**config.mk**
```make
export PLATFORM = sky130hd
export DESIGN_NAME = request_tag_tracker_unit
export DESIGN_NICKNAME = d
export VERILOG_FILES = /design/src/design/rtt_pkg.sv /design/src/design/request_tag_tracker_unit.sv /design/src/design/rtt_ram.sv /design/src/design/rtt_ctrl.sv /design/src/design/rtt_dp.sv
export SDC_FILE = /design/constraint.sdc
export NUM_CORES = 2
export LEC_CHECK = 0
export ABC_AREA = 1
export BUFFER_PORTS_ARGS = -buffer_cell sky130_fd_sc_hd__buf_4
export CORE_MARGIN = 10
export CORE_UTILIZATION = 60
export DETAILED_ROUTE_END_ITERATION = 7
export PLACE_DENSITY = 0.76
export SLEW_MARGIN = 15
export SYNTH_ARGS = -nofsm -noshare
export SYNTH_HDL_FRONTEND = slang
export SYNTH_SLANG_ARGS = --single-unit
```
**constraint.sdc**
```tcl
create_clock -name clk -period 7.45 [get_ports clk]
set_input_delay 1.1175 -clock clk [delete_from_list [all_inputs] [get_ports clk]]
set_output_delay 1.1175 -clock clk [all_outputs]
set_load 0.02 [all_outputs]
```
**src/design/rtt_pkg.sv**
```systemverilog
// Package for the request tag tracker: action and event codes, controller states,
// and the command and status structs between the controller and the datapath.
// No dependencies.
`default_nettype none

package rtt_pkg;

  // Input actions, carried in in_tuser.
  localparam logic [1:0] ACT_REQUEST  = 2'd0;
  localparam logic [1:0] ACT_RESPONSE = 2'd1;
  localparam logic [1:0] ACT_TICK     = 2'd2;
  localparam logic [1:0] ACT_RELEASE  = 2'd3;

  // Result events, carried in out_tuser.
  localparam logic [2:0] EV_GRANTED   = 3'd0;
  localparam logic [2:0] EV_NO_TAG    = 3'd1;
  localparam logic [2:0] EV_MATCHED   = 3'd2;
  localparam logic [2:0] EV_UNMATCHED = 3'd3;
  localparam logic [2:0] EV_TIMED_OUT = 3'd4;
  localparam logic [2:0] EV_RELEASED  = 3'd5;
  localparam logic [2:0] EV_NOT_REG   = 3'd6;
  localparam logic [2:0] EV_TICK_DONE = 3'd7;

  // Configuration register indexes.
  localparam logic CFG_DEFAULT_TIMEOUT = 1'b0;
  localparam logic CFG_TICK_PERIOD     = 1'b1;

  // Reset values of the configuration registers.
  localparam logic [15:0] DEFAULT_TIMEOUT_RST = 16'd5000;
  localparam logic [15:0] TICK_PERIOD_RST     = 16'd1000;

  typedef enum logic [2:0] {
    ST_IDLE,
    ST_SEARCH,
    ST_RESP_RD,
    ST_RESP_CMP,
    ST_REL,
    ST_SCAN_RD,
    ST_SCAN_CHK,
    ST_DONE
  } state_t;

  // Commands from the controller to the datapath.
  typedef struct packed {
    logic       cap;       // capture the input item and set up the pointer
    logic       grant;     // take the tag at the pointer and write its entry
    logic       clr_busy;  // free the tag at the pointer
    logic       adv;       // step the pointer (and probe count) with wrap
    logic       emit;      // load the output register
    logic [2:0] ev;        // event code of the emitted item
  } dp_cmd_t;

  // Status from the datapath to the controller.
  typedef struct packed {
    logic [1:0] action;      // action of the item offered at the input
    logic       probe_free;  // tag at the pointer is free
    logic       probe_last;  // this probe is the last one of the search
    logic       scan_last;   // pointer is at the highest tag
    logic       scan_hit;    // entry at the pointer is busy and expired
    logic       resp_match;  // response matches the entry at the pointer
    logic       rel_hit;     // release names a busy tag
    logic       out_free;    // output register can take an item
  } dp_status_t;

endpackage

`default_nettype wire

```
**src/design/request_tag_tracker_unit.sv**
```systemverilog
// Request tag tracker: tracks outstanding requests by instance tag with timeouts.
// Input items carry an action in in_tuser; each item gives one result item, a tick
// gives one timed-out item per expired entry and then a done item (out_tlast high
// on the final result of an item).
// One item is worked at a time; in_tready is high only while no item is in work.
// Steps per item, counted from acceptance to the last result loaded:
//   request:  one busy bit probed per cycle from the pointer
//   response: one entry RAM read, then compare
//   release:  check of the named tag, then its result
//   tick:     each entry read through the entry RAM port, then checked
// A stalled output register holds the block in a step that loads a result until
// taken; a finished result may wait there while the next item is accepted.
// Reset (synchronous, rst_n low) frees all tags, zeroes the tag pointer and the
// clock and restores the register defaults; entry RAM contents are not cleared.
// Configuration writes through cfg_we, cfg_index and cfg_wdata take effect at once.
`default_nettype none

module request_tag_tracker_unit import rtt_pkg::*; #(
  parameter int TAG_COUNT = 32,
  parameter int TIME_BITS = 32
) (
  input  wire logic        clk,
  input  wire logic        rst_n,
  input  wire logic        in_tvalid,
  output logic             in_tready,
  input  wire logic [39:0] in_tdata,   // tag_in[4:0], msg_kind[10:5], command[18:11],
                                       // wait_ms[34:19], zero fill
  input  wire logic [1:0]  in_tuser,   // action[1:0]
  output logic             out_tvalid,
  input  wire logic        out_tready,
  output logic [23:0]      out_tdata,  // tag_out[4:0], kind_out[10:5],
                                       // command_out[18:11], zero fill
  output logic [2:0]       out_tuser,  // event_res[2:0]
  output logic             out_tlast,  // last
  input  wire logic        cfg_we,
  input  wire logic        cfg_index,
  input  wire logic [15:0] cfg_wdata
);

  dp_cmd_t    cmd;
  dp_status_t st;

  rtt_ctrl u_ctrl (
    .clk      (clk),
    .rst_n    (rst_n),
    .in_valid (in_tvalid),
    .in_ready (in_tready),
    .st       (st),
    .cmd      (cmd)
  );

  rtt_dp #(.TAG_COUNT(TAG_COUNT), .TIME_BITS(TIME_BITS)) u_dp (
    .clk        (clk),
    .rst_n      (rst_n),
    .in_tdata   (in_tdata),
    .in_tuser   (in_tuser),
    .out_tready (out_tready),
    .out_tvalid (out_tvalid),
    .out_tdata  (out_tdata),
    .out_tuser  (out_tuser),
    .out_tlast  (out_tlast),
    .cfg_we     (cfg_we),
    .cfg_index  (cfg_index),
    .cfg_wdata  (cfg_wdata),
    .cmd        (cmd),
    .st         (st)
  );

`ifndef SYNTH
  // An accepted item keeps the block busy in the following cycle.
  a_busy_after_accept: assert property (@(posedge clk) disable iff (!rst_n)
    in_tvalid && in_tready |=> !in_tready)
    else $error("input accepted again right after an item");

  // A result is only loaded when the output register is free.
  a_emit_free: assert property (@(posedge clk) disable iff (!rst_n)
    cmd.emit |-> (!out_tvalid || out_tready))
    else $error("output register overwritten");

  // The tick done item always closes its run.
  a_done_last: assert property (@(posedge clk) disable iff (!rst_n)
    out_tvalid && out_tuser == EV_TICK_DONE |-> out_tlast)
    else $error("tick done without last");
`endif

endmodule

`default_nettype wire

```
**src/design/rtt_ram.sv**
```systemverilog
// Generic single-port-write, single-port-read RAM with registered read data.
// No dependencies.
`default_nettype none

module rtt_ram #(
  parameter int WIDTH = 8,
  parameter int DEPTH = 32
) (
  input  wire logic                     clk,
  input  wire logic                     we,
  input  wire logic [$clog2(DEPTH)-1:0] waddr,
  input  wire logic [WIDTH-1:0]         wdata,
  input  wire logic [$clog2(DEPTH)-1:0] raddr,
  output logic      [WIDTH-1:0]         rdata
);

  logic [WIDTH-1:0] mem [DEPTH];

  // Write port and registered read port.
  always_ff @(posedge clk) begin
    if (we) begin
      mem[waddr] <= wdata;
    end
    rdata <= mem[raddr];
  end

endmodule

`default_nettype wire

```
**src/design/rtt_ctrl.sv**
```systemverilog
// Controller state machine of the request tag tracker.
// Depends on rtt_pkg for states, codes and the command and status structs.
`default_nettype none

module rtt_ctrl import rtt_pkg::*; (
  input  wire logic       clk,
  input  wire logic       rst_n,
  input  wire logic       in_valid,
  output logic            in_ready,
  input  wire dp_status_t st,
  output dp_cmd_t         cmd
);

  state_t state_r, state_nxt;

  // State register.
  always_ff @(posedge clk) begin
    if (!rst_n) begin
      state_r <= ST_IDLE;
    end else begin
      state_r <= state_nxt;
    end
  end

  // Next state.
  always_comb begin
    state_nxt = state_r;
    unique case (state_r)
      ST_IDLE: begin
        if (in_valid) begin
          unique case (st.action)
            ACT_REQUEST:  state_nxt = ST_SEARCH;
            ACT_RESPONSE: state_nxt = ST_RESP_RD;
            ACT_TICK:     state_nxt = ST_SCAN_RD;
            default:      state_nxt = ST_REL;
          endcase
        end
      end
      ST_SEARCH: begin
        if ((st.probe_free || st.probe_last) && st.out_free) begin
          state_nxt = ST_IDLE;
        end
      end
      ST_RESP_RD:  state_nxt = ST_RESP_CMP;
      ST_RESP_CMP: if (st.out_free) state_nxt = ST_IDLE;
      ST_REL:      if (st.out_free) state_nxt = ST_IDLE;
      ST_SCAN_RD:  state_nxt = ST_SCAN_CHK;
      ST_SCAN_CHK: begin
        if (!st.scan_hit || st.out_free) begin
          state_nxt = st.scan_last ? ST_DONE : ST_SCAN_RD;
        end
      end
      ST_DONE:     if (st.out_free) state_nxt = ST_IDLE;
      default:     state_nxt = ST_IDLE;
    endcase
  end

  // Outputs. No item is taken while reset is held.
  always_comb begin
    cmd      = '0;
    in_ready = 1'b0;
    unique case (state_r)
      ST_IDLE: begin
        in_ready = rst_n;
        cmd.cap  = in_valid && rst_n;
      end
      ST_SEARCH: begin
        if (st.probe_free) begin
          if (st.out_free) begin
            cmd.grant = 1'b1;
            cmd.emit  = 1'b1;
            cmd.ev    = EV_GRANTED;
          end
        end else if (st.probe_last) begin
          if (st.out_free) begin
            cmd.emit = 1'b1;
            cmd.ev   = EV_NO_TAG;
          end
        end else begin
          cmd.adv = 1'b1;
        end
      end
      ST_RESP_CMP: begin
        if (st.out_free) begin
          cmd.emit     = 1'b1;
          cmd.clr_busy = st.resp_match;
          cmd.ev       = st.resp_match ? EV_MATCHED : EV_UNMATCHED;
        end
      end
      ST_REL: begin
        if (st.out_free) begin
          cmd.emit     = 1'b1;
          cmd.clr_busy = st.rel_hit;
          cmd.ev       = st.rel_hit ? EV_RELEASED : EV_NOT_REG;
        end
      end
      ST_SCAN_CHK: begin
        if (st.scan_hit) begin
          if (st.out_free) begin
            cmd.emit     = 1'b1;
            cmd.clr_busy = 1'b1;
            cmd.ev       = EV_TIMED_OUT;
            cmd.adv      = !st.scan_last;
          end
        end else begin
          cmd.adv = !st.scan_last;
        end
      end
      ST_DONE: begin
        if (st.out_free) begin
          cmd.emit = 1'b1;
          cmd.ev   = EV_TICK_DONE;
        end
      end
      default: begin
        cmd = '0;
      end
    endcase
  end

endmodule

`default_nettype wire

```
**src/design/rtt_dp.sv**
```systemverilog
// Datapath of the request tag tracker: item registers, busy map, pointers, clock,
// configuration registers, entry RAM and the output register.
// Depends on rtt_pkg and rtt_ram.
`default_nettype none

module rtt_dp import rtt_pkg::*; #(
  parameter int TAG_COUNT = 32,
  parameter int TIME_BITS = 32
) (
  input  wire logic        clk,
  input  wire logic        rst_n,
  input  wire logic [39:0] in_tdata,
  input  wire logic [1:0]  in_tuser,
  input  wire logic        out_tready,
  output logic             out_tvalid,
  output logic [23:0]      out_tdata,
  output logic [2:0]       out_tuser,
  output logic             out_tlast,
  input  wire logic        cfg_we,
  input  wire logic        cfg_index,
  input  wire logic [15:0] cfg_wdata,
  input  wire dp_cmd_t     cmd,
  output dp_status_t       st
);

  localparam int TAG_W = $clog2(TAG_COUNT);
  localparam int ENT_W = 6 + 8 + TIME_BITS;
  localparam logic [TAG_W-1:0] TAG_LAST = TAG_W'(TAG_COUNT - 1);

  // Input fields.
  logic [4:0]  f_tag;
  logic [5:0]  f_kind;
  logic [7:0]  f_cmd;
  logic [15:0] f_wait;
  logic [6:0]  f_tag_ext;
  assign f_tag     = in_tdata[4:0];
  assign f_kind    = in_tdata[10:5];
  assign f_cmd     = in_tdata[18:11];
  assign f_wait    = in_tdata[34:19];
  assign f_tag_ext = {2'b00, f_tag};

  // Registers.
  logic [4:0]           tag_r;
  logic [5:0]           kind_r;
  logic [7:0]           cmd_r;
  logic [15:0]          wait_r;
  logic                 in_range_r;
  logic [TAG_COUNT-1:0] busy_r;
  logic [TAG_W-1:0]     ptr_r, cnt_r, next_tag_r;
  logic [TIME_BITS-1:0] clock_r;
  logic [15:0]          dflt_r, period_r;
  logic                 out_valid_r;
  logic [2:0]           out_ev_r;
  logic [4:0]           out_tag_r;
  logic [5:0]           out_kind_r;
  logic [7:0]           out_cmd_r;

  // Entry RAM: kind, command and expiry of each tag.
  logic [ENT_W-1:0]     wr_ent, rd_ent;
  logic [5:0]           rd_kind;
  logic [7:0]           rd_cmd;
  logic [TIME_BITS-1:0] rd_exp;
  assign rd_kind = rd_ent[5:0];
  assign rd_cmd  = rd_ent[13:6];
  assign rd_exp  = rd_ent[ENT_W-1:14];

  rtt_ram #(.WIDTH(ENT_W), .DEPTH(TAG_COUNT)) u_ram (
    .clk   (clk),
    .we    (cmd.grant),
    .waddr (ptr_r),
    .wdata (wr_ent),
    .raddr (ptr_r),
    .rdata (rd_ent)
  );

  // Saturating sums for the clock advance and the expiry time.
  logic [TIME_BITS:0]   clk_sum, exp_sum;
  logic [TIME_BITS-1:0] clk_sat, exp_sat;
  logic [15:0]          timeout;
  assign timeout = (wait_r != 16'd0) ? wait_r : dflt_r;
  assign clk_sum = {1'b0, clock_r} + (TIME_BITS + 1)'(period_r);
  assign exp_sum = {1'b0, clock_r} + (TIME_BITS + 1)'(timeout);
  assign clk_sat = clk_sum[TIME_BITS] ? '1 : clk_sum[TIME_BITS-1:0];
  assign exp_sat = exp_sum[TIME_BITS] ? '1 : exp_sum[TIME_BITS-1:0];
  assign wr_ent  = {exp_sat, cmd_r, kind_r};

  // Pointer step with wrap.
  logic [TAG_W-1:0] ptr_inc;
  assign ptr_inc = (ptr_r == TAG_LAST) ? '0 : ptr_r + 1'b1;

  // Status toward the controller.
  logic busy_ptr;
  assign busy_ptr      = busy_r[ptr_r];
  assign st.action     = in_tuser;
  assign st.probe_free = !busy_ptr;
  assign st.probe_last = (cnt_r == TAG_LAST);
  assign st.scan_last  = (ptr_r == TAG_LAST);
  assign st.scan_hit   = busy_ptr && (rd_exp <= clock_r);
  assign st.resp_match = in_range_r && busy_ptr && (rd_kind == kind_r) && (rd_cmd == cmd_r);
  assign st.rel_hit    = in_range_r && busy_ptr;
  assign st.out_free   = !out_valid_r || out_tready;

  // Control state: busy map, pointers, clock and configuration.
  always_ff @(posedge clk) begin
    if (!rst_n) begin
      busy_r     <= '0;
      next_tag_r <= '0;
      ptr_r      <= '0;
      cnt_r      <= '0;
      clock_r    <= '0;
      dflt_r     <= DEFAULT_TIMEOUT_RST;
      period_r   <= TICK_PERIOD_RST;
    end else begin
      if (cfg_we) begin
        unique case (cfg_index)
          CFG_DEFAULT_TIMEOUT: dflt_r   <= cfg_wdata;
          CFG_TICK_PERIOD:     period_r <= cfg_wdata;
          default:             dflt_r   <= cfg_wdata;
        endcase
      end
      if (cmd.cap) begin
        cnt_r <= '0;
        unique case (in_tuser)
          ACT_REQUEST: ptr_r <= next_tag_r;
          ACT_TICK: begin
            ptr_r   <= '0;
            clock_r <= clk_sat;
          end
          default: ptr_r <= f_tag_ext[TAG_W-1:0];
        endcase
      end
      if (cmd.adv) begin
        ptr_r <= ptr_inc;
        cnt_r <= cnt_r + 1'b1;
      end
      if (cmd.grant) begin
        busy_r[ptr_r] <= 1'b1;
        next_tag_r    <= ptr_inc;
      end
      if (cmd.clr_busy) begin
        busy_r[ptr_r] <= 1'b0;
      end
    end
  end

  // Item registers.
  always_ff @(posedge clk) begin
    if (cmd.cap) begin
      tag_r      <= f_tag;
      kind_r     <= f_kind;
      cmd_r      <= f_cmd;
      wait_r     <= f_wait;
      in_range_r <= (f_tag_ext < 7'(TAG_COUNT));
    end
  end

  // Output register valid flag.
  always_ff @(posedge clk) begin
    if (!rst_n) begin
      out_valid_r <= 1'b0;
    end else if (cmd.emit) begin
      out_valid_r <= 1'b1;
    end else if (out_tready) begin
      out_valid_r <= 1'b0;
    end
  end

  // Output payload by event.
  logic [6:0] ptr_ext, next_ext;
  assign ptr_ext  = 7'(ptr_r);
  assign next_ext = 7'(next_tag_r);

  always_ff @(posedge clk) begin
    if (cmd.emit) begin
      out_ev_r   <= cmd.ev;
      out_kind_r <= 6'd0;
      out_cmd_r  <= 8'd0;
      case (cmd.ev) inside
        EV_GRANTED, EV_TIMED_OUT: out_tag_r <= ptr_ext[4:0];
        EV_NO_TAG:                out_tag_r <= next_ext[4:0];
        EV_TICK_DONE:             out_tag_r <= 5'd0;
        default:                  out_tag_r <= tag_r;
      endcase
      if (cmd.ev == EV_MATCHED || cmd.ev == EV_TIMED_OUT) begin
        out_kind_r <= rd_kind;
        out_cmd_r  <= rd_cmd;
      end
    end
  end

  assign out_tvalid = out_valid_r;
  assign out_tuser  = out_ev_r;
  assign out_tlast  = (out_ev_r != EV_TIMED_OUT);
  assign out_tdata  = {5'd0, out_cmd_r, out_kind_r, out_tag_r};

endmodule

`default_nettype wire
```
==> run metrics <==
placed cells around 6800; first-pass GRT wire length between 200000 and 300000 um; HP Class flop to flop; die area approximately 130000 um^2; Clock transition at path regs about 0.06 ns; total setup buffers inserted after CTS 0; FP Rows about 120; chip width 356 um; Syn Inst Count ~5400; Seq pwr share 0.482; DP Area between 70000 and 80000 um^2; CP Class flop to flop; Yosys cell types 46; initial antenna violation count 0; flops & latches, synth 1690; CTS tree yes; H-tree levels 4; Reg2Reg Depth 17; ANT cells 0; vias in the first global route approximately 42000; IO Pins 94; gr usage total 0.273; power share of the combinational group 0.168; hold path cells 2; Die H between 300 and 400 um; Syn-to-layout area delta 11.3%; largest net degree at the start of global routing around 240; drt pass-1 iters 6; Post-synth EDFFs approximately 1500; Clock power frac 0.350; clock buffer depth 3; cell area after synthesis about 68000 um^2; Critical Path Sink Type flop; sw frac 0.279; fin crit period between 5 and 6 ns; RSZ-0062 raised after global routing no; top post-synthesis cells by count edfxtp_1 (1529), nor2_1 (928), o21ai_0 (852), nand2_1 (451), o22ai_1 (368); hold buffer count at CTS 0; Worst Clk Skew slightly below 0.04 ns; fin cells 7073; Design Area, Final 75300 um^2; async set-reset flop share out of synthesis 0; Top FF cell, synth edfxtp_1; Worst R2R Setup Slack ~2.2 ns; required time worst endpoint 7.84 ns; nets between 5000 and 6000; DRC 0; ranking of synthesized cells by area edfxtp_1 (68%), o21ai_0 (6.3%), nor2_1 (5.1%); internal power component 16.8 mW; TritonCTS buffer count about 160; sequential area share after synthesis 0.726; worst hold start u_dp.cnt_r[3]; largest area contributor in the netlist edfxtp_1; Max Cap Viol 0; count leader, synth edfxtp_1; Pwr per Cell Area just over 300 nW/um^2; post-cts resize count 0; CP Max Fanout 32; Clk Latency, worst-skew pair approximately 0.78 ns; CTS Sinks approximately 1700; WL/cell 25.1 um; grt ovf 0; P_leak 26.7 nW; Critical R2R Launch u_dp.wait_r[9]; reported net switching power 6.52 mW; setup_tns 0 ns; Hold EP u_dp.cnt_r[3]; Worst-Margin Slew between 1 and 1.5 ns; Arrival @ worst endpoint about 5.6 ns; share of cells above drive strength 1 0.0919; Root Driver clkbuf_16; reg-to-reg endpoint u_dp.u_ram.mem[28][43]; Post-DP HPWL around 91000 um; Setup Viol. Count Final 0; Hold Vio Cnt, Final 0; Setup crit start kind flop; status finished clean; maximum VDD drop 0.244 mV; Synth Area per Inst around 12 um^2; Avg Vias per Cell between 6 and 7; Initial Utilization 0.603; routability cong. slightly above 0.9; final antenna-violating net count 0; PortBufs 83; max_slew headroom 0.192; Slew Viols, Final 0; Critical Path Source u_dp.wait_r[9]; final core utilization 0.672; Final period util 0.704; Core Area between 100000 and 150000 um^2; drt total wl approximately 180000 um; Synth top area share 0.678; starting DRC count in detailed routing 6309; via count 45070; f_max between 150 and 200 MHz; Synthesis Warnings 0
-- kinds of logic after synthesis --
kind of cell / after synthesis / share of synthesized area
other: 1 / 0.0000554
AND/OR/NAND/NOR: 1578 / 0.0947
buffers and inverters: 520 / 0.0304
XOR/XNOR: 37 / 0.00479
adder cells (fa/ha/maj): 73 / 0.0137
flip-flops: 1690 / 0.726
AO/OA/AOI/OAI: 1531 / 0.130
-- worst max-delay path: stages (launching register included) --
cell      delay, ns
edfxtp_1       0.36
inv_1          0.09
nand3_1        0.08
nor3_1         0.25
nand2_1        0.10
inv_1          0.33
nand2_1        0.10
nand2_1        0.09
ha_1           0.19
fa_1           0.23
nand3_1        0.08
nand3_1        0.13
a21oi_1        0.14
o21ai_0        0.38
nand3_1        0.14
nand2_1        0.50
nand3_1        0.58
nand3_1        1.08
-- through the flow --
stage                     hold WS, ns  setup WS, ns  power (mW)
final                           0.465          2.20        23.4
after global routing            0.490          1.87        24.2
after CTS                       0.470          2.27        23.3
after detailed placement        0.461          2.31        15.3
after global placement          0.449          2.45        15.1
after floorplan                 0.429          1.97        14.0
-- sequential cells by signal, summed over array words and instances (netlist names), 6 cells and up --
register,count
u_dp.busy_r,32
u_dp.period_r,16
u_dp.wait_r,16
u_dp.dflt_r,16
u_dp.cmd_r,8
u_dp.clock_r,32
u_dp.out_kind_r,6
u_dp.u_ram.mem,1472
u_dp.out_cmd_r,8
u_dp.u_ram.rdata,46
u_dp.kind_r,6
-- power by group through the flow --
stage / sequential [mW] / clock [mW] / combinational, mW
CTS: 11.2 / 8.22 / 3.88
global route: 11.3 / 8.60 / 4.32
detailed placement: 11.4 / 0 / 3.84
global placement: 11.4 / 0 / 3.72
floorplan: 11.4 / 0 / 2.63
finish: 11.2 / 8.17 / 3.93
-- cell type report --
class	instances	area [um^2]
inverters	189	727
multi-input cells	3224	16800
clock inverters	76	746
flip-flops and latches	1690	49100
clock buffers	218	4550
fillers	7654	36800
well taps	1500	1880
repair buffers	176	1500
-- worst max-delay path by stage --
stage / to / slack (ns)
after floorplan: u_dp.busy_r[0] / 1.97
after global placement: u_dp.u_ram.mem[12][24] / 2.45
after detailed placement: u_dp.u_ram.mem[16][24] / 2.31
after CTS: u_dp.u_ram.mem[30][24] / 2.27
after global routing: u_dp.u_ram.mem[7][41] / 1.87
final: u_dp.u_ram.mem[28][43] / 2.20
-- cells in the final DEF, fill, tap and decap left out, types with 92 or more instances in the layout --
cell,n
a21oi_1,102
a221oi_1,96
buf_4,161
clkbuf_16,166
dfxtp_1,159
edfxtp_1,1529
inv_1,183
nand2_1,449
nand3_1,92
nor2_1,920
o21ai_0,851
o22ai_1,368
-- metal layers --
layer  up-vias  part of all wire  GRT usage
met4         0             0.039      0.107
met5         -                 0          0
met1     21857              0.37      0.370
met3       478              0.12     0.0520
met2      2730              0.47      0.437
li1      20005                 -          -
No activity file was read; power rests on OpenSTA's default activity.
